File: config.mk
export PLATFORM = sky130hd
export DESIGN_NAME = sdrt_cordic
export DESIGN_NICKNAME = d
export VERILOG_FILES = /design/src/hw/rtl/sprite_dest_rect_transform_assert.svh /design/src/hw/rtl/sdrt_pkg.sv /design/src/hw/rtl/sdrt_cordic.sv
export SDC_FILE = /design/constraint.sdc
export NUM_CORES = 2
export LEC_CHECK = 0
export BUFFER_PORTS_ARGS = -buffer_cell sky130_fd_sc_hd__buf_2
export CAP_MARGIN = 20
export CELL_PAD_IN_SITES_DETAIL_PLACEMENT = 0
export CELL_PAD_IN_SITES_GLOBAL_PLACEMENT = 2
export CORE_MARGIN = 1.5
export CORE_UTILIZATION = 47
export CTS_CLUSTER_SIZE = 20
export DETAILED_ROUTE_END_ITERATION = 16
export GPL_ROUTABILITY_DRIVEN = 1
export PLACE_DENSITY_LB_ADDON = 0.1
export SYNTH_ARGS = -nofsm -noshare
export SYNTH_HDL_FRONTEND = slang
export SYNTH_SLANG_ARGS = --single-unit
File: constraint.sdc
create_clock -name clock -period 11.9 [get_ports clock]
set_input_delay 1.19 -clock clock [delete_from_list [all_inputs] [get_ports clock]]
set_output_delay 1.19 -clock clock [all_outputs]
set_load 0.05 [all_outputs]
File: src/hw/rtl/sprite_dest_rect_transform_assert.svh
// Assertion macros used by the sprite destination rectangle top level.
`ifndef SPRITE_DEST_RECT_TRANSFORM_ASSERT_SVH
`define SPRITE_DEST_RECT_TRANSFORM_ASSERT_SVH

// Same-cycle implication, disabled during reset.
`define SDRT_ASSERT_HOLDS(label, clk, rst, ante, cons) \
   label: assert property (@(posedge clk) disable iff (rst) (ante) |-> (cons)) \
      else $error("sdrt assertion failed");

// Next-cycle implication, disabled during reset.
`define SDRT_ASSERT_NEXT(label, clk, rst, ante, cons) \
   label: assert property (@(posedge clk) disable iff (rst) (ante) |=> (cons)) \
      else $error("sdrt assertion failed");

`endif

File: src/hw/rtl/sdrt_pkg.sv
// Types, constants and helpers for the sprite destination rectangle transform.
`timescale 1ns / 1ps
package sdrt_pkg;

   localparam int DIV_STEPS = 29;
   localparam int ATAN_MAX  = 24;
   localparam int CORDIC_W  = 34;

   localparam logic signed [CORDIC_W-1:0] CORDIC_X0 = 34'sd652032874;
   localparam logic [12:0] PPU_DEFAULT = 13'd100;

   // atan(2^-i) in degrees, Q.24
   localparam logic [29:0] ATAN_DEG_Q24 [ATAN_MAX] = '{
      30'd754974720, 30'd445687602, 30'd235489088, 30'd119537938, 30'd60000934,
      30'd30029717, 30'd15018523, 30'd7509720, 30'd3754917, 30'd1877466,
      30'd938734, 30'd469367, 30'd234684, 30'd117342, 30'd58671, 30'd29335,
      30'd14668, 30'd7334, 30'd3667, 30'd1833, 30'd917, 30'd458, 30'd229, 30'd115
   };

   typedef enum logic [3:0] {
      CSR_ENABLE        = 4'd0,
      CSR_REGION_WIDTH  = 4'd1,
      CSR_REGION_HEIGHT = 4'd2,
      CSR_PIXELS_PER_UNIT = 4'd3,
      CSR_OFFSET_X      = 4'd4,
      CSR_OFFSET_Y      = 4'd5,
      CSR_PIVOT_X       = 4'd6,
      CSR_PIVOT_Y       = 4'd7
   } csr_index_type;

   typedef enum logic [3:0] {
      DIV_IDLE = 4'b0001,
      DIV_LOAD = 4'b0010,
      DIV_RUN  = 4'b0100,
      DIV_DONE = 4'b1000
   } div_state_type;

   typedef struct packed {
      logic               busy;
      logic               drawn;
      logic [28:0]        base_w;
      logic [28:0]        base_h;
      logic signed [31:0] offset_x;
      logic signed [31:0] offset_y;
      logic [16:0]        pivot_x;
      logic [16:0]        pivot_y;
   } cfg_type;

   typedef struct packed {
      logic signed [31:0] pos_x;
      logic signed [31:0] pos_y;
      logic signed [15:0] scale_x;
      logic signed [15:0] scale_y;
      logic signed [15:0] spin;
   } sb_type;

   function automatic logic signed [31:0] sat32(input logic signed [63:0] v);
      if (v > 64'sd2147483647) return 32'sh7FFFFFFF;
      if (v < -64'sd2147483648) return 32'sh80000000;
      return v[31:0];
   endfunction

endpackage

File: src/hw/rtl/sdrt_cordic.sv
// Pipelined degree-domain CORDIC: angle reduction, iterations, rounding.
`timescale 1ns / 1ps
module sdrt_cordic import sdrt_pkg::*; #(
   parameter int ITERATIONS = 16
) (
   input  logic               clock,
   input  logic               advance,
   input  logic signed [15:0] angle,
   output logic signed [17:0] cos_out,
   output logic signed [17:0] sin_out
);

   logic signed [17:0]         a_ext, r1, r2, r3;
   logic                       fold;
   logic signed [CORDIC_W-1:0] x_ff [ITERATIONS+1];
   logic signed [CORDIC_W-1:0] y_ff [ITERATIONS+1];
   logic signed [CORDIC_W-1:0] z_ff [ITERATIONS+1];
   logic                       neg_ff [ITERATIONS+1];
   logic signed [CORDIC_W-1:0] x_in [ITERATIONS+1];
   logic signed [CORDIC_W-1:0] y_in [ITERATIONS+1];
   logic signed [CORDIC_W-1:0] z_in [ITERATIONS+1];
   logic                       neg_in [ITERATIONS+1];
   logic signed [CORDIC_W-1:0] xn, yn, xr, yr;
   logic signed [17:0]         cos_ff, cos_in, sin_ff, sin_in;

   // reduce to (-180,180], then fold to [-90,90] with a half-turn
   always_comb begin
      a_ext = 18'(angle);
      if (a_ext < -18'sd23040)      r1 = a_ext + 18'sd46080;
      else if (a_ext < 18'sd0)      r1 = a_ext + 18'sd23040;
      else if (a_ext >= 18'sd23040) r1 = a_ext - 18'sd23040;
      else                          r1 = a_ext;
      r2   = (r1 > 18'sd11520) ? r1 - 18'sd23040 : r1;
      r3   = r2;
      fold = 1'b0;
      if (r2 > 18'sd5760) begin
         r3   = r2 - 18'sd11520;
         fold = 1'b1;
      end else if (r2 < -18'sd5760) begin
         r3   = r2 + 18'sd11520;
         fold = 1'b1;
      end
      x_in[0]   = CORDIC_X0;
      y_in[0]   = '0;
      z_in[0]   = CORDIC_W'(r3) <<< 18;
      neg_in[0] = fold;
   end

   for (genvar i = 1; i <= ITERATIONS; i++) begin : g_iter
      logic signed [CORDIC_W-1:0] dx, dy, ang;
      always_comb begin
         dx  = y_ff[i-1] >>> (i - 1);
         dy  = x_ff[i-1] >>> (i - 1);
         ang = $signed(CORDIC_W'(ATAN_DEG_Q24[i-1]));
         if (z_ff[i-1] >= 0) begin
            x_in[i] = x_ff[i-1] - dx;
            y_in[i] = y_ff[i-1] + dy;
            z_in[i] = z_ff[i-1] - ang;
         end else begin
            x_in[i] = x_ff[i-1] + dx;
            y_in[i] = y_ff[i-1] - dy;
            z_in[i] = z_ff[i-1] + ang;
         end
         neg_in[i] = neg_ff[i-1];
      end
   end

   // undo the fold, round to Q.16 and clamp to the unit range
   always_comb begin
      xn = neg_ff[ITERATIONS] ? -x_ff[ITERATIONS] : x_ff[ITERATIONS];
      yn = neg_ff[ITERATIONS] ? -y_ff[ITERATIONS] : y_ff[ITERATIONS];
      xr = (xn + 34'sd8192) >>> 14;
      yr = (yn + 34'sd8192) >>> 14;
      if (xr > 34'sd65536)       cos_in = 18'sd65536;
      else if (xr < -34'sd65536) cos_in = -18'sd65536;
      else                       cos_in = xr[17:0];
      if (yr > 34'sd65536)       sin_in = 18'sd65536;
      else if (yr < -34'sd65536) sin_in = -18'sd65536;
      else                       sin_in = yr[17:0];
   end

   always_ff @(posedge clock) begin
      if (advance) begin
         for (int k = 0; k <= ITERATIONS; k++) begin
            x_ff[k]   <= x_in[k];
            y_ff[k]   <= y_in[k];
            z_ff[k]   <= z_in[k];
            neg_ff[k] <= neg_in[k];
         end
         cos_ff <= cos_in;
         sin_ff <= sin_in;
      end
   end

   assign cos_out = cos_ff;
   assign sin_out = sin_ff;

endmodule

* Yosys cells after proc, flatten, opt, wreduce, memory -nomap -nowiden
Memory sizes are Yosys's and may differ from the RTL's.
Cells that the tools add are included.
** Cells by class
- Add/sub/neg operators :: 105
- $lt $le $gt $ge :: 26
- Mux-type cells :: 62
- Reduce and logical (&&, ||, !) cells :: 2
** Operator list (number)
- $mux 34 :: 50
- $ge 34x1->1 const B :: 16
- $mux 18 :: 6
- $add 34x15->34 const B :: 2
- $add 34x19->34 :: 2
- $add 34x20->34 :: 2
- $add 34x21->34 :: 2
- $add 34x22->34 :: 2
- $add 34x23->34 :: 2
- $add 34x24->34 :: 2
- $add 34x25->34 :: 2
- $add 34x26->34 :: 2
- $add 34x27->34 :: 2
- $add 34x28->34 :: 2
- $add 34x29->34 :: 2
- $add 34x30->34 :: 2
- $add 34x31->34 :: 2
- $add 34x32->34 :: 2
- $add 34x33->34 :: 2
- $neg 34->34 :: 2
- $sub 34x19->34 :: 2
- $sub 34x20->34 :: 2
- $sub 34x21->34 :: 2
- $sub 34x22->34 :: 2
- other kinds (62) :: 81
** Word-level totals
- Bits in registers :: 36
- Memory bits (writable) :: 1751
- Input bits :: 18
- Output and inout bits :: 36
- Word-level logic and storage cells :: 203
- Memories :: 4
** Memory list
- x_ff :: words 17, width 34, rd ports 17, clocked after Yosys merged registers in 0, write ports 17, RTL line sdrt_cordic.sv:15 : logic signed [CORDIC_W-1:0] x_ff [ITERATIONS+1];
- y_ff :: words 17, width 34, rd ports 17, clocked after Yosys merged registers in 0, write ports 17, RTL line sdrt_cordic.sv:16 : logic signed [CORDIC_W-1:0] y_ff [ITERATIONS+1];
- z_ff :: words 17, width 34, rd ports 16, clocked after Yosys merged registers in 0, write ports 17, RTL line sdrt_cordic.sv:17 : logic signed [CORDIC_W-1:0] z_ff [ITERATIONS+1];
- neg_ff :: words 17, width 1, rd ports 17, clocked after Yosys merged registers in 0, write ports 17, RTL line sdrt_cordic.sv:18 : logic neg_ff [ITERATIONS+1];

* Logic depth before layout (Yosys ltp)
- Depth in word-level cells :: 9
- Mapped depth :: 24
- Depth with buffers taken out :: 22

* Worst setup path after synthesis
OpenSTA, ideal clock, no wires.
- Path kind :: register to register
- Start point :: memory neg_ff[16][0], in the netlist neg_ff[0][16]
- End point :: register sin_ff[15], in the netlist sin_out[15] (data pin)
- Setup time :: 0.265 ns
- Arrival time :: 5.687 ns
- Data required time :: 11.635 ns
- Path slack :: 5.947 ns
- Cell stages (with the launch flop) :: 24
- Path buffers :: 9
- Clock period less this slack :: 5.953 ns
- Cells stage by stage :: edfxtp_1 > clkbuf_1 > clkbuf_1 > clkbuf_1 > buf_1 > clkbuf_1 > buf_1 > clkbuf_1 > buf_1 > o21ai_0 > xnor2_1 > ha_1 > buf_1 > nor4b_1 > o31ai_1 > o311a_1 > o21bai_1 > nor4_2 > a31o_2 > a21oi_1 > o21a_1 > a311oi_2 > o41a_1 > nor3_1
** RTL lines
- start: declaration :: RTL line sdrt_cordic.sv:18
- end signal: assignment :: RTL line sdrt_cordic.sv:91 : sin_ff <= sin_in;
- end: declaration :: RTL line sdrt_cordic.sv:24 : logic signed [17:0] cos_ff, cos_in, sin_ff, sin_in;

==> metrics.yaml <==
cts_sinks: 1488
grt_max_degree: 176
path_max_fanout: 40
seq_area_sq_um: 44700
fin_crit_sh: 0.559
track_usage: 0.244
dpl_cell_area_sq_um: 129000
synthAdderAreaFrac: 0.148
yosys.area.top_type: "edfxtp_1"
worstHoldStart: "neg_ff[0][12]"
grt.overflow.total: 0
rsz0062_at_grt: "no"
start_util: 0.473
critical_path_class: "flop to flop"
dieArea_sq_um: 267000
fillers: 24000
finalWeightedCongestion: 0.907
cts_setup_buffers: 0
dr_total_vias: 96100
synth_xor_area_frac: 0.133
antenna_found_initial: 5
period_minus_slack_ps: 6650
startpoint_type: "flop"
ctsHoldBuffers: 0
slew_viol_final: 0
yosysTopAreaCellShare: 0.360
maxSlewHeadroom: 0.236
dr.pass1.iters: 8
max_slew.worst_pin.slew_ps: 1130
drive_gt1_frac: 0.0460
max-cap-violations: 0
arrival_ps: 7230
skew_ps: 27.2
drc: 0
finalSetupViolCount: 0
synth-simple-area-share: 0.140
cts_buffers: 186
cts-resized-gates: 0
clk_path_buf_depth: 4
crit_start: "z_ff[0][508]"
synth-compound-area-share: 0.191
synthesis.nets: 14200
timing.rr.start: "z_ff[0][508]"
design_area_sq_um: 135000
num-nets-final: 14400
yosys_warnings: 0
synth_mux_area_frac: 0.00644
endpoint: "x_ff[0][542]"
path_cells: "inv_1 > ha_1 > nor4b_1 > nand4_1 > o21a_1 > buf_4 > clkinv_1 > buf_4 > mux2i_1 > fa_1 > a21o_1 > a21o_1 > a21oi_1 > o31ai_1 > a211oi_1 > o21ai_0 > a41o_1 > o2111a_1 > o21a_1 > o21a_1 > o41ai_1 > xnor2_1"
first_iter_violations: 5809
maxClockFrequency_mhz: 150
synth_top_flop_cell: "edfxtp_1"
timing.rr.end: "x_ff[0][542]"
clk_root_buffer_cell: "clkbuf_16"
wl_um: 333000
rows: 188
wl_per_cell_um: 20.1
syn-cell-area_sq_um: 124000
dp_hpwl_um: 264000
synthTopCellsByArea: "edfxtp_1 (36%), ha_1 (14%), xnor2_1 (8.5%), xor2_1 (4.8%), a21oi_1 (4.2%)"
ys_async_sr_fraction: 0
core_sq_um: 263000
areaGrowthSynthToFinish_pct: 8.70
via_per_inst: 5.80
ys_seq_elements: 1488
grt_pass1_vias: 93000
syn_inst: 12800
multiInputGateArea_sq_um: 76900
crit_top_cell: "o21a_1"
htree_levels: 4
required_ps: 12480
min_path_type: "flop to flop"
cts_tree: "built"
grt_pass1_wl_um: 522000
hold_viol: 0
drtAntennaViolNets: 0
synth_edf_count: 1488
ys_seq_area_frac: 0.360
synth_top_family_by_area: "compound AO/OA/AOI/OAI gates"
synthDistinctLibCells: 96
cts.clk_slew.worst_paths_ps: 60
status: "completed"
finalSetupTns_ps: 0
r2r_setup_slack_ps: 5250
die_w_um: 517
worstSetupEndpointType: "flop"
clock_insertion_delay_worst_skew_ps: 860
worstRegToRegCells: 22
slowest_delay_ps: 790
die_y_um: 517
crit_slowest_cell: "clkinv_1"
port_buffers: 53
ios: 54
avgSynthCellArea_sq_um: 9.70
[cell families (layout without fill, tap and decap cells)]
family,count (synthesis),in the layout
buf+inv,692,960
compound gates,3663,3663
simple gates,3540,3540
mux,77,77
xor+xnor,1886,1886
fa+ha+maj,1443,1443
flops,1488,1488
other cells,0,2
[sequential cells by signal, indices dropped and copies added (netlist names)]
name / cells
cos_out: 18
neg_ff: 17
sin_out: 18
x_ff: 484
y_ff: 511
z_ff: 440
[per-layer routing]
layer  GRT usage  routed length (um)
met5           0                  13
met4      0.0681                9600
met3      0.0273               12200
met2       0.423              159000
met1       0.319              152000
[how the worst min path moves through the flow]
| stage | cells after the start | slack, ps | to |
|---|---|---|---|
| after floorplan | 0 | 400 | neg_ff[0][10] |
| after global placement | 0 | 400 | neg_ff[0][14] |
| after detailed placement | 0 | 400 | neg_ff[0][11] |
| after CTS | 0 | 420 | neg_ff[0][11] |
| after global routing | 0 | 420 | neg_ff[0][11] |
| final | 0 | 420 | neg_ff[0][13] |
[layout make-up]
| class | count | area share |
|---|---|---|
| Timing Repair Buffer | 117 | 0.00623 |
| Inverter | 506 | 0.0141 |
| Tap cell | 3515 | 0.0326 |
| Antenna cell | 2 | 0.0000371 |
| Sequential cell | 1488 | 0.331 |
| Clock inverter | 116 | 0.00957 |
| Multi-Input combinational cell | 10600 | 0.570 |
| Clock buffer | 221 | 0.0366 |
[stage by stage]
| stage | instances | hold WS (ps) | worst slack (ps) | utilization |
|---|---|---|---|---|
| after floorplan | 12800 | 400 | 5950 | - |
| after global placement | 16200 | 402 | 5290 | 0.490 |
| after detailed placement | 16200 | 405 | 5210 | 0.490 |
| after CTS | 16600 | 420 | 5140 | 0.514 |
| after global routing | 16600 | 424 | 4750 | 0.514 |
| final | 16600 | 419 | 5250 | 0.514 |
[Yosys cell counts (all sizes together) (75+ instances only)]
master  count
nand2     833
o31ai     223
nand3     230
xor2      675
and3      122
clkbuf    160
edfxtp   1488
nor2b     146
a211oi    128
nor3      311
ha       1396
and2       75
a21oi    1034
nor2      961
or2        82
nor4      110
or3       173
nand4      87
inv       503
nand2b    213
o21ai     699
or4        89
a21o      479
xnor2    1211
o21a      213
o41ai      98
a31oi     109
o21bai    165
[critical path, delay by kind of cell, from the launching register on]
family / cells / cell delay [ps]
buf+inv: 4 / 1740
flops: 1 / 360
mux: 1 / 200
simple gates: 2 / 230
fa+ha+maj: 2 / 640
xor+xnor: 1 / 100
compound gates: 12 / 3090
[placed cells by master, fill, tap and decap left out, drive strengths merged, types with 213 or more instances in the layout]
cell type / Yosys / routed
inv: 503 / 510
xor2: 675 / 675
o21a: 213 / 213
edfxtp: 1488 / 1488
nand3: 230 / 230
xnor2: 1211 / 1211
a21o: 479 / 479
o31ai: 223 / 223
nand2b: 213 / 213
nor3: 311 / 311
a21oi: 1034 / 1034
nor2: 961 / 961
ha: 1396 / 1396
clkbuf: 160 / 222
o21ai: 699 / 699
nand2: 833 / 833
Power is not shown: default switching activity piles up to over one toggle a cycle in this logic, so the estimate is an artifact.
