File: config.mk
export PLATFORM = sky130hd
export DESIGN_NAME = sdrt_csr
export DESIGN_NICKNAME = d
export VERILOG_FILES = /design/src/hw/rtl/sprite_dest_rect_transform_assert.svh /design/src/hw/rtl/sdrt_pkg.sv /design/src/hw/rtl/sdrt_csr.sv
export SDC_FILE = /design/constraint.sdc
export NUM_CORES = 1
export LEC_CHECK = 0
export BUFFER_PORTS_ARGS = -buffer_cell sky130_fd_sc_hd__buf_2
export CORE_MARGIN = 10
export CORE_UTILIZATION = 54
export CTS_BUF_LIST = sky130_fd_sc_hd__clkbuf_8 sky130_fd_sc_hd__clkbuf_16
export DETAILED_ROUTE_END_ITERATION = 10
export GPL_TIMING_DRIVEN = 0
export PLACE_DENSITY_LB_ADDON = 0.25
export SLEW_MARGIN = 20
export SYNTH_ARGS = -nofsm -noshare
export SYNTH_HDL_FRONTEND = slang
export SYNTH_SLANG_ARGS = --single-unit
File: constraint.sdc
create_clock -name clock -period 9.8 [get_ports clock]
set_clock_uncertainty 0.2 [all_clocks]
set_input_delay 0 -clock clock [delete_from_list [all_inputs] [get_ports clock]]
set_output_delay 0 -clock clock [all_outputs]
set_load 0.005 [all_outputs]
File: src/hw/rtl/sprite_dest_rect_transform_assert.svh
// Assertion macros used by the sprite destination rectangle top level.
`ifndef SPRITE_DEST_RECT_TRANSFORM_ASSERT_SVH
`define SPRITE_DEST_RECT_TRANSFORM_ASSERT_SVH

// Same-cycle implication, disabled during reset.
`define SDRT_ASSERT_HOLDS(label, clk, rst, ante, cons) \
   label: assert property (@(posedge clk) disable iff (rst) (ante) |-> (cons)) \
      else $error("sdrt assertion failed");

// Next-cycle implication, disabled during reset.
`define SDRT_ASSERT_NEXT(label, clk, rst, ante, cons) \
   label: assert property (@(posedge clk) disable iff (rst) (ante) |=> (cons)) \
      else $error("sdrt assertion failed");

`endif

File: src/hw/rtl/sdrt_pkg.sv
// Types, constants and helpers for the sprite destination rectangle transform.
`timescale 1ns / 1ps
package sdrt_pkg;

   localparam int DIV_STEPS = 29;
   localparam int ATAN_MAX  = 24;
   localparam int CORDIC_W  = 34;

   localparam logic signed [CORDIC_W-1:0] CORDIC_X0 = 34'sd652032874;
   localparam logic [12:0] PPU_DEFAULT = 13'd100;

   // atan(2^-i) in degrees, Q.24
   localparam logic [29:0] ATAN_DEG_Q24 [ATAN_MAX] = '{
      30'd754974720, 30'd445687602, 30'd235489088, 30'd119537938, 30'd60000934,
      30'd30029717, 30'd15018523, 30'd7509720, 30'd3754917, 30'd1877466,
      30'd938734, 30'd469367, 30'd234684, 30'd117342, 30'd58671, 30'd29335,
      30'd14668, 30'd7334, 30'd3667, 30'd1833, 30'd917, 30'd458, 30'd229, 30'd115
   };

   typedef enum logic [3:0] {
      CSR_ENABLE        = 4'd0,
      CSR_REGION_WIDTH  = 4'd1,
      CSR_REGION_HEIGHT = 4'd2,
      CSR_PIXELS_PER_UNIT = 4'd3,
      CSR_OFFSET_X      = 4'd4,
      CSR_OFFSET_Y      = 4'd5,
      CSR_PIVOT_X       = 4'd6,
      CSR_PIVOT_Y       = 4'd7
   } csr_index_type;

   typedef enum logic [3:0] {
      DIV_IDLE = 4'b0001,
      DIV_LOAD = 4'b0010,
      DIV_RUN  = 4'b0100,
      DIV_DONE = 4'b1000
   } div_state_type;

   typedef struct packed {
      logic               busy;
      logic               drawn;
      logic [28:0]        base_w;
      logic [28:0]        base_h;
      logic signed [31:0] offset_x;
      logic signed [31:0] offset_y;
      logic [16:0]        pivot_x;
      logic [16:0]        pivot_y;
   } cfg_type;

   typedef struct packed {
      logic signed [31:0] pos_x;
      logic signed [31:0] pos_y;
      logic signed [15:0] scale_x;
      logic signed [15:0] scale_y;
      logic signed [15:0] spin;
   } sb_type;

   function automatic logic signed [31:0] sat32(input logic signed [63:0] v);
      if (v > 64'sd2147483647) return 32'sh7FFFFFFF;
      if (v < -64'sd2147483648) return 32'sh80000000;
      return v[31:0];
   endfunction

endpackage

File: src/hw/rtl/sdrt_csr.sv
// Configuration registers and serial base-size divider.
`timescale 1ns / 1ps
module sdrt_csr import sdrt_pkg::*; (
   input  logic        clock,
   input  logic        reset,
   input  logic        csr_valid,
   output logic        csr_ready,
   input  logic [3:0]  csr_index,
   input  logic [31:0] csr_wdata,
   output cfg_type     cfg
);

   logic               enable_ff, enable_in;
   logic [12:0]        rw_ff, rw_in, rh_ff, rh_in, ppu_ff, ppu_in;
   logic signed [31:0] offx_ff, offx_in, offy_ff, offy_in;
   logic [16:0]        pivx_ff, pivx_in, pivy_ff, pivy_in;
   logic [28:0]        bw_ff, bw_in, bh_ff, bh_in;
   div_state_type      state_ff, state_in;
   logic [4:0]         cnt_ff, cnt_in;
   logic [28:0]        shw_ff, shw_in, shh_ff, shh_in;
   logic [12:0]        remw_ff, remw_in, remh_ff, remh_in;
   logic               wr, start;
   logic [12:0]        divisor;
   logic [13:0]        trial_w, trial_h;
   logic               qw, qh;

   function automatic logic [16:0] clamp_pivot(input logic [16:0] v);
      return (v[16] && (v[15:0] != 16'd0)) ? 17'd65536 : v;
   endfunction

   assign csr_ready = (state_ff == DIV_IDLE);
   assign wr        = csr_valid && csr_ready;
   assign divisor   = (ppu_ff == 13'd0) ? PPU_DEFAULT : ppu_ff;

   // register writes
   always_comb begin
      enable_in = enable_ff;
      rw_in     = rw_ff;
      rh_in     = rh_ff;
      ppu_in    = ppu_ff;
      offx_in   = offx_ff;
      offy_in   = offy_ff;
      pivx_in   = pivx_ff;
      pivy_in   = pivy_ff;
      start     = 1'b0;
      if (wr) begin
         unique case (csr_index)
            CSR_ENABLE:          enable_in = csr_wdata[0];
            CSR_REGION_WIDTH: begin
               rw_in = csr_wdata[12:0];
               start = 1'b1;
            end
            CSR_REGION_HEIGHT: begin
               rh_in = csr_wdata[12:0];
               start = 1'b1;
            end
            CSR_PIXELS_PER_UNIT: begin
               ppu_in = csr_wdata[12:0];
               start  = 1'b1;
            end
            CSR_OFFSET_X:        offx_in = csr_wdata;
            CSR_OFFSET_Y:        offy_in = csr_wdata;
            CSR_PIVOT_X:         pivx_in = clamp_pivot(csr_wdata[16:0]);
            CSR_PIVOT_Y:         pivy_in = clamp_pivot(csr_wdata[16:0]);
            default:             start = 1'b0;
         endcase
      end
   end

   // restoring divider, one quotient bit per cycle for both dimensions
   always_comb begin
      trial_w   = {remw_ff, shw_ff[28]};
      trial_h   = {remh_ff, shh_ff[28]};
      qw        = trial_w >= {1'b0, divisor};
      qh        = trial_h >= {1'b0, divisor};
      state_in  = state_ff;
      cnt_in    = cnt_ff;
      shw_in    = shw_ff;
      shh_in    = shh_ff;
      remw_in   = remw_ff;
      remh_in   = remh_ff;
      bw_in     = bw_ff;
      bh_in     = bh_ff;
      unique case (state_ff)
         DIV_IDLE: begin
            if (start) state_in = DIV_LOAD;
         end
         DIV_LOAD: begin
            shw_in   = {rw_ff, 16'd0};
            shh_in   = {rh_ff, 16'd0};
            remw_in  = '0;
            remh_in  = '0;
            cnt_in   = '0;
            state_in = DIV_RUN;
         end
         DIV_RUN: begin
            remw_in = qw ? 13'(trial_w - {1'b0, divisor}) : trial_w[12:0];
            remh_in = qh ? 13'(trial_h - {1'b0, divisor}) : trial_h[12:0];
            shw_in  = {shw_ff[27:0], qw};
            shh_in  = {shh_ff[27:0], qh};
            cnt_in  = cnt_ff + 5'd1;
            if (cnt_ff == 5'(DIV_STEPS - 1)) state_in = DIV_DONE;
         end
         DIV_DONE: begin
            bw_in    = shw_ff;
            bh_in    = shh_ff;
            state_in = DIV_IDLE;
         end
         default: state_in = DIV_IDLE;
      endcase
   end

   always_ff @(posedge clock) begin
      if (reset) begin
         enable_ff <= 1'b0;
         rw_ff     <= '0;
         rh_ff     <= '0;
         ppu_ff    <= PPU_DEFAULT;
         offx_ff   <= '0;
         offy_ff   <= '0;
         pivx_ff   <= 17'd32768;
         pivy_ff   <= 17'd32768;
         bw_ff     <= '0;
         bh_ff     <= '0;
         state_ff  <= DIV_IDLE;
         cnt_ff    <= '0;
      end else begin
         enable_ff <= enable_in;
         rw_ff     <= rw_in;
         rh_ff     <= rh_in;
         ppu_ff    <= ppu_in;
         offx_ff   <= offx_in;
         offy_ff   <= offy_in;
         pivx_ff   <= pivx_in;
         pivy_ff   <= pivy_in;
         bw_ff     <= bw_in;
         bh_ff     <= bh_in;
         state_ff  <= state_in;
         cnt_ff    <= cnt_in;
      end
   end

   always_ff @(posedge clock) begin
      shw_ff  <= shw_in;
      shh_ff  <= shh_in;
      remw_ff <= remw_in;
      remh_ff <= remh_in;
   end

   always_comb begin
      cfg.busy     = (state_ff != DIV_IDLE);
      cfg.drawn    = enable_ff && (rw_ff != 13'd0) && (rh_ff != 13'd0);
      cfg.base_w   = bw_ff;
      cfg.base_h   = bh_ff;
      cfg.offset_x = offx_ff;
      cfg.offset_y = offy_ff;
      cfg.pivot_x  = pivx_ff;
      cfg.pivot_y  = pivy_ff;
   end

endmodule

=== Yosys cells after proc, flatten, opt, wreduce, memory -nomap -nowiden ===
Index checks and enable logic that the tools add are counted.
Widths: inputs -> output; s select.

* Add/sub/neg operators: 3
* Magnitude comparators: 2
* Equal/unequal tests: 15
* Mux-type cells: 14
* Reductions and logical operators: 20

{| class="wikitable"
|+ Operators with widths
! kind !! count
|-
| $pmux 29 s2 || 2
|-
| $pmux 13 s2 || 2
|-
| $mux 13 || 3
|-
| $ge 14x13->1 || 2
|-
| $reduce_bool 13->1 || 2
|-
| $sub 13x13->13 || 2
|-
| $eq 4x3->1 const B || 5
|-
| $reduce_and 2->1 || 9
|-
| $mux 17 || 1
|-
| $reduce_bool 16->1 || 1
|-
| $logic_not 13->1 || 1
|-
| $eq 4x2->1 const B || 3
|-
| $pmux 4 s3 || 1
|-
| $pmux 5 s2 || 1
|-
| $eq 4x1->1 const B || 2
|-
| $mux 4 || 2
|-
| $add 5x1->5 const B || 1
|-
| $eq 5x5->1 const B || 1
|-
| $eq 4x4->1 const B || 1
|-
| $logic_and 1x1->1 || 4
|-
| $logic_not 4->1 || 1
|-
| $ne 4x1->1 const B || 1
|-
| $reduce_or 3->1 || 1
|-
| $mux 1 || 2
|-
| other kinds (3) || 3
|}

* Bits in registers: 289
* Input bits: 39
* Output and inout port bits: 159
* Logic and storage cells: 70

=== Logic depth before layout (Yosys ltp) ===
* Word-level depth: 6
* Depth in mapped cells: 13
* Gate-level depth less buffers: 12

=== Worst setup path after synthesis ===
OpenSTA, ideal clock, no wires.

* Path kind: register to register
* Start point: register state_ff[1]
* End point: register cnt_ff[3]
* Setup time: 417 ps
* Arrival time: 6813 ps
* Required time: 9183 ps
* Slack: 2370 ps
* Cell stages (with the launch flop): 4
* Buffers on the path: 0
* Clock period less this slack: 7430 ps
* Cells stage by stage: dfxtp_1 xnor2_1 nor3_1 a311oi_1

* Longest elaborated chain between the ends: 2
* Elaborated cells between the ends (all ways): 4
* Classes of those cells: 2 x eq/ne; 1 x mux; 1 x reduce/logical

{| class="wikitable"
|+ RTL lines
! element !! line !! text
|-
| start: declaration || sdrt_csr.sv:18 || <nowiki>div_state_type state_ff, state_in;</nowiki>
|-
| start signal: assignment || sdrt_csr.sv:138 || <nowiki>state_ff <= state_in;</nowiki>
|-
| $eq 4x3->1 / $eq 4x2->1 (equally long branches) || sdrt_csr.sv:84 || <nowiki>unique case (state_ff)</nowiki>
|-
| $pmux 5 s2 / $reduce_bool 2->1 (equally long branches) || -- ||
|-
| end signal: assignment || sdrt_csr.sv:139 || <nowiki>cnt_ff <= cnt_in;</nowiki>
|-
| end: declaration || sdrt_csr.sv:19 || <nowiki>logic [4:0] cnt_ff, cnt_in;</nowiki>
|}

Several ways; a longest one is shown, not always the timed one.
A chain may end at the register's enable or synchronous reset.

=== Final worst setup path ===
* Start point: register ppu_ff[12]
* End point: register remh_ff[1] (data pin)

* Longest elaborated chain between the ends: 5
* Elaborated cells between the ends (all ways): 6
* Classes of those cells: 1 x add/sub; 1 x order compare; 3 x mux; 1 x reduce/logical

{| class="wikitable"
|+ RTL lines
! element !! line !! text
|-
| start: declaration || sdrt_csr.sv:14 || <nowiki>logic [12:0] rw_ff, rw_in, rh_ff, rh_in, ppu_ff, ppu_in;</nowiki>
|-
| start signal: assignment || sdrt_csr.sv:131 || <nowiki>ppu_ff <= ppu_in;</nowiki>
|-
| $logic_not 13->1 || sdrt_csr.sv:33 || <nowiki>assign divisor = (ppu_ff == 13'd0) ? PPU_DEFAULT : ppu_ff;</nowiki>
|-
| $mux 13 (*) || sdrt_csr.sv:33 ||
|-
| $sub 13x13->13 / $ge 14x13->1 (equally long branches) || sdrt_csr.sv:98, sdrt_csr.sv:75 ||
|-
| $mux 13 (*) || sdrt_csr.sv:98 || <nowiki>remh_in = qh ? 13'(trial_h - {1'b0, divisor}) : trial_h[12:0];</nowiki>
|-
| $pmux 13 s2 (*) || sdrt_csr.sv:84 ||
|-
| end signal: assignment || sdrt_csr.sv:147 || <nowiki>remh_ff <= remh_in;</nowiki>
|-
| end: declaration || sdrt_csr.sv:21 || <nowiki>logic [12:0] remw_ff, remw_in, remh_ff, remh_in;</nowiki>
|}

Every way passes the cells marked *; elsewhere a longest branch is shown, timed or not.

==> run summary <==
CTS Sinks -> 289
Core area -> 21960 um^2
Async set or reset register ratio after synthesis -> 0%
CP most frequent cell -> nor2_1
Pleak -> 5.911 nW
Syn Area/Cell -> 8.748 um^2
RSZ-0062 raised after global routing -> false
Clock network fraction of total power -> 44.5%
Reg area -> 6626 um^2
Syn Nets -> 1455
DR pass1 iterations -> 5
Total Wirelength -> 34600 um
Crit path largest cell delay -> 0.52 ns
Tot GR Track Use -> 22.98%
Via density -> 5.493
Layout Area Growth over Synthesis -> 22.97%
Clk slew on worst S/H paths -> 0.06 ns
Critical path depth -> 12
Worst min path class -> in -> reg
Rows -> 54
Cells after synthesis -> 1384
Sequential share of the synthesized area -> 54.73%
P per Cell Area -> 162.8 nW/um^2
Multi-input logic area -> 5059 um^2
Overall Power -> 2.424 mW
Yosys cell types -> 55
Slowest cell on the critical path -> or4_1
Worst-path cell chain -> or4_1 > nor4_1 > nor2_1 > ha_1 > and3_1 > a221oi_2 > o31ai_1 > nor2_1 > o21ai_2 > buf_4 > mux2i_1 > nor2_1
Peak VDD IR -> 0.1484 mV
Final Setup Violations -> 0
Crit start category -> flip-flop
Crit path required time -> 9.87 ns
Synth warnings -> 0
Net Sw Frac -> 21.93%
Buffers on Ports -> 194
Max-slew violation count -> 0
Buffers and inverters on the worst path -> 1
Top achievable clock speed -> 234.4 MHz
Routed vias -> 10789
Root buffer cell -> clkbuf_16
Worst Path Max Fanout -> 10
Worst Setup Path Type -> reg -> reg
Layout cell share with drive strength beyond 1 -> 16.69%
TritonCTS clock tree -> built
Post-synth EDFFs -> 84
Largest net degree at the start of global routing -> 15
CTS H-tree depth -> 1
Seq cells post-synth -> 289
Final Hold Viols -> 0
Part of the power in registers -> 51.0%
Routed length per placed instance -> 17.62 um
Tightest Pin Transition -> 1.011 ns
Arr. time, crit path -> 4.34 ns
Clk_lat worst skew -> 0.55 ns
Core Util, Final -> 67.81%
# diodes -> 0
Synth Cell Area -> 12110 um^2
Combinational Power Share -> 4.5%
Worst Reg2Reg Path Length in Cells -> 12
CP Capture Type -> flip-flop
HPWL after DPL -> 25070 um
Total grt overflow -> 0
Kind of cell adding the most delay to the critical path -> simple AND/OR/NAND/NOR gates
Status -> finished, final reports clean
Starting Density -> 55.14%
Slew Limit Headroom -> 31.69%
Boundary Pins -> 198
Clock buffer depth -> 3
Residual DRC count -> 0
Period utilisation layout -> 43.54%
Final ANT Viol Nets -> 0
Pint -> 1.893 mW
WHS Path Cells -> 4
Final GP Congestion -> 0.8933
Synth Flop Type -> dfxtp_1
Chip width -> 169.7 um
Vias in the first global route -> 10541
Maxcap violations -> 0
Die ar. -> 28810 um^2
1st-iter DRT viols -> 923
Setup slack after layout -> 5.534 ns
Global-route wire length before repair -> 54210 um
Minimum clock period -> 4.266 ns
Antenna violations before repair -> 0
Net count, final -> 1734
Dpl ws -> 5.585 ns
CTS resizes -> 0
Filler cells -> 1770
Die H -> 169.7 um
Switching Power -> 0.5315 mW
Total CTS buffers -> 29
==> worst min-delay path, stage by stage <==
cell and delay, ns:
dlygate4sd3_1 0.52, buf_2 0.13, nand2_1 0.05, a21oi_1 0.06
==> synthesized netlist by cell type (all sizes together), types with 2 or more instances <==
master | count | area share, %
o211ai | 7 | 0.43
a221oi | 3 | 0.32
nand2b | 6 | 0.31
and3 | 6 | 0.31
or3 | 3 | 0.16
ha | 30 | 3.1
mux2i | 17 | 1.4
a211o | 2 | 0.14
o21a | 4 | 0.25
clkbuf | 58 | 1.8
a21oi | 216 | 8.9
o31ai | 2 | 0.17
nor3 | 14 | 0.70
a311oi | 2 | 0.14
o21ai | 11 | 0.52
buf | 20 | 0.98
a41oi | 3 | 0.22
dfxtp | 205 | 34
nor2b | 19 | 0.98
nand2 | 483 | 15
xnor2 | 15 | 1.1
a21o | 10 | 0.62
nand4 | 3 | 0.16
nand3 | 15 | 0.62
o2bb2ai | 2 | 0.14
edfxtp | 84 | 21
nor2 | 41 | 1.3
inv | 23 | 0.71
or2 | 2 | 0.12
nor4 | 12 | 0.67
or4 | 2 | 0.12
xor2 | 2 | 0.14
a211oi | 9 | 0.56
nand3b | 4 | 0.25
o21bai | 4 | 0.25
a21boi | 4 | 0.25
and2 | 32 | 1.7
fa | 2 | 0.33
==> power by group through the flow <==
stage / Combinational (mW) / Sequential [mW] / Clock [mW]
floorplan: 0.0499 / 1.26 / 0
CTS: 0.106 / 1.24 / 1.10
global route: 0.117 / 1.24 / 1.14
detailed placement: 0.0921 / 1.26 / 0
global placement: 0.0902 / 1.26 / 0
finish: 0.108 / 1.24 / 1.08
==> metrics by stage <==
| stage | instances | setup TNS, ns | hold slack (ns) | cell area (um^2) |
|---|---|---|---|---|
| after floorplan | 1384 | 0 | -0.07578 | 12110 |
| after global placement | 1858 | -11.29 | 0.05355 | 13430 |
| after detailed placement | 1868 | 0 | 0.05799 | 13520 |
| after CTS | 1964 | 0 | 0.02187 | 14890 |
| after global routing | 1964 | 0 | 0.07640 | 14890 |
| final | 1964 | 0 | 0.07294 | 14890 |
==> placed cells by master, fill, tap and decap left out, types with 4 or more instances in the layout <==
master / count
and3_1: 6
dlygate4sd3_1: 44
buf_4: 9
nor2b_1: 19
a21oi_1: 216
mux2i_1: 17
inv_1: 27
nand3b_1: 4
o211ai_1: 7
edfxtp_1: 84
a21boi_0: 4
o21ai_0: 9
a21o_1: 10
clkbuf_1: 58
and2_1: 32
buf_2: 208
nand2_1: 483
o21bai_1: 4
a211oi_1: 9
clkbuf_16: 31
ha_1: 30
nand3_1: 15
xnor2_1: 15
nor3_2: 4
buf_6: 5
nand2b_1: 6
nor2_1: 40
nor3_1: 10
clkinv_2: 10
o21a_1: 4
nor4_1: 11
dfxtp_1: 205
==> sequential cells by signal, summed over array words and instances, names as in the netlist, 4 cells and up <==
register  cells
shw_ff       29
remw_ff      13
offx_ff      32
pivx_ff      17
ppu_ff       13
pivy_ff      17
offy_ff      32
remh_ff      13
rw_ff        13
state_ff      4
rh_ff        13
bh_ff        29
shh_ff       29
bw_ff        29
cnt_ff        5
==> layout make-up <==
cell class | instances | area share, %
Clock inverter | 21 | 1.050
Tap cell | 280 | 2.353
Inverter | 24 | 0.6134
Multi-Input combinational cell | 993 | 33.97
Timing Repair Buffer | 248 | 10.03
Sequential cell | 289 | 44.50
Buffer | 78 | 2.261
Clock buffer | 31 | 5.210
==> final timing paths <==
check                              startpoint     endpoint  slack, ns
worst min register to register     pivy_ff[4]   pivy_ff[4]       0.25
worst max-delay path               ppu_ff[12]   remh_ff[1]       5.53
worst max register to register     ppu_ff[12]   remh_ff[1]       5.53
worst min-delay path            csr_wdata[23]  offx_ff[23]       0.07
==> cell families after synthesis <==
logic type / count (synthesis) / synth area share, %
DFF: 289 / 54.73
muxes: 17 / 1.405
and+or+nand+nor: 645 / 22.55
adders and majority gates: 32 / 3.431
AOI/OAI and AO/OA: 282 / 13.12
buffers and inverters: 102 / 3.534
xor gates and xnor gates: 17 / 1.230
==> what timing repair did <==
item | in CTS | in global routing
hold buffers | 44 | 0
setup buffers | 0 | 0
endpoints found under the hold margin | 144 | 0
==> per-layer routing <==
| metal | global-route usage, % | up-vias | part of all wire [%] |
|---|---|---|---|
| met2 | 37.03 | 446 | 45 |
| li1 | - | 5210 | - |
| met3 | 8.467 | 67 | 11 |
| met1 | 28.15 | 5066 | 41 |
| met5 | 0 | - | 0 |
| met4 | 6.982 | 0 | 2.7 |
(Power assumes the default switching activity.)
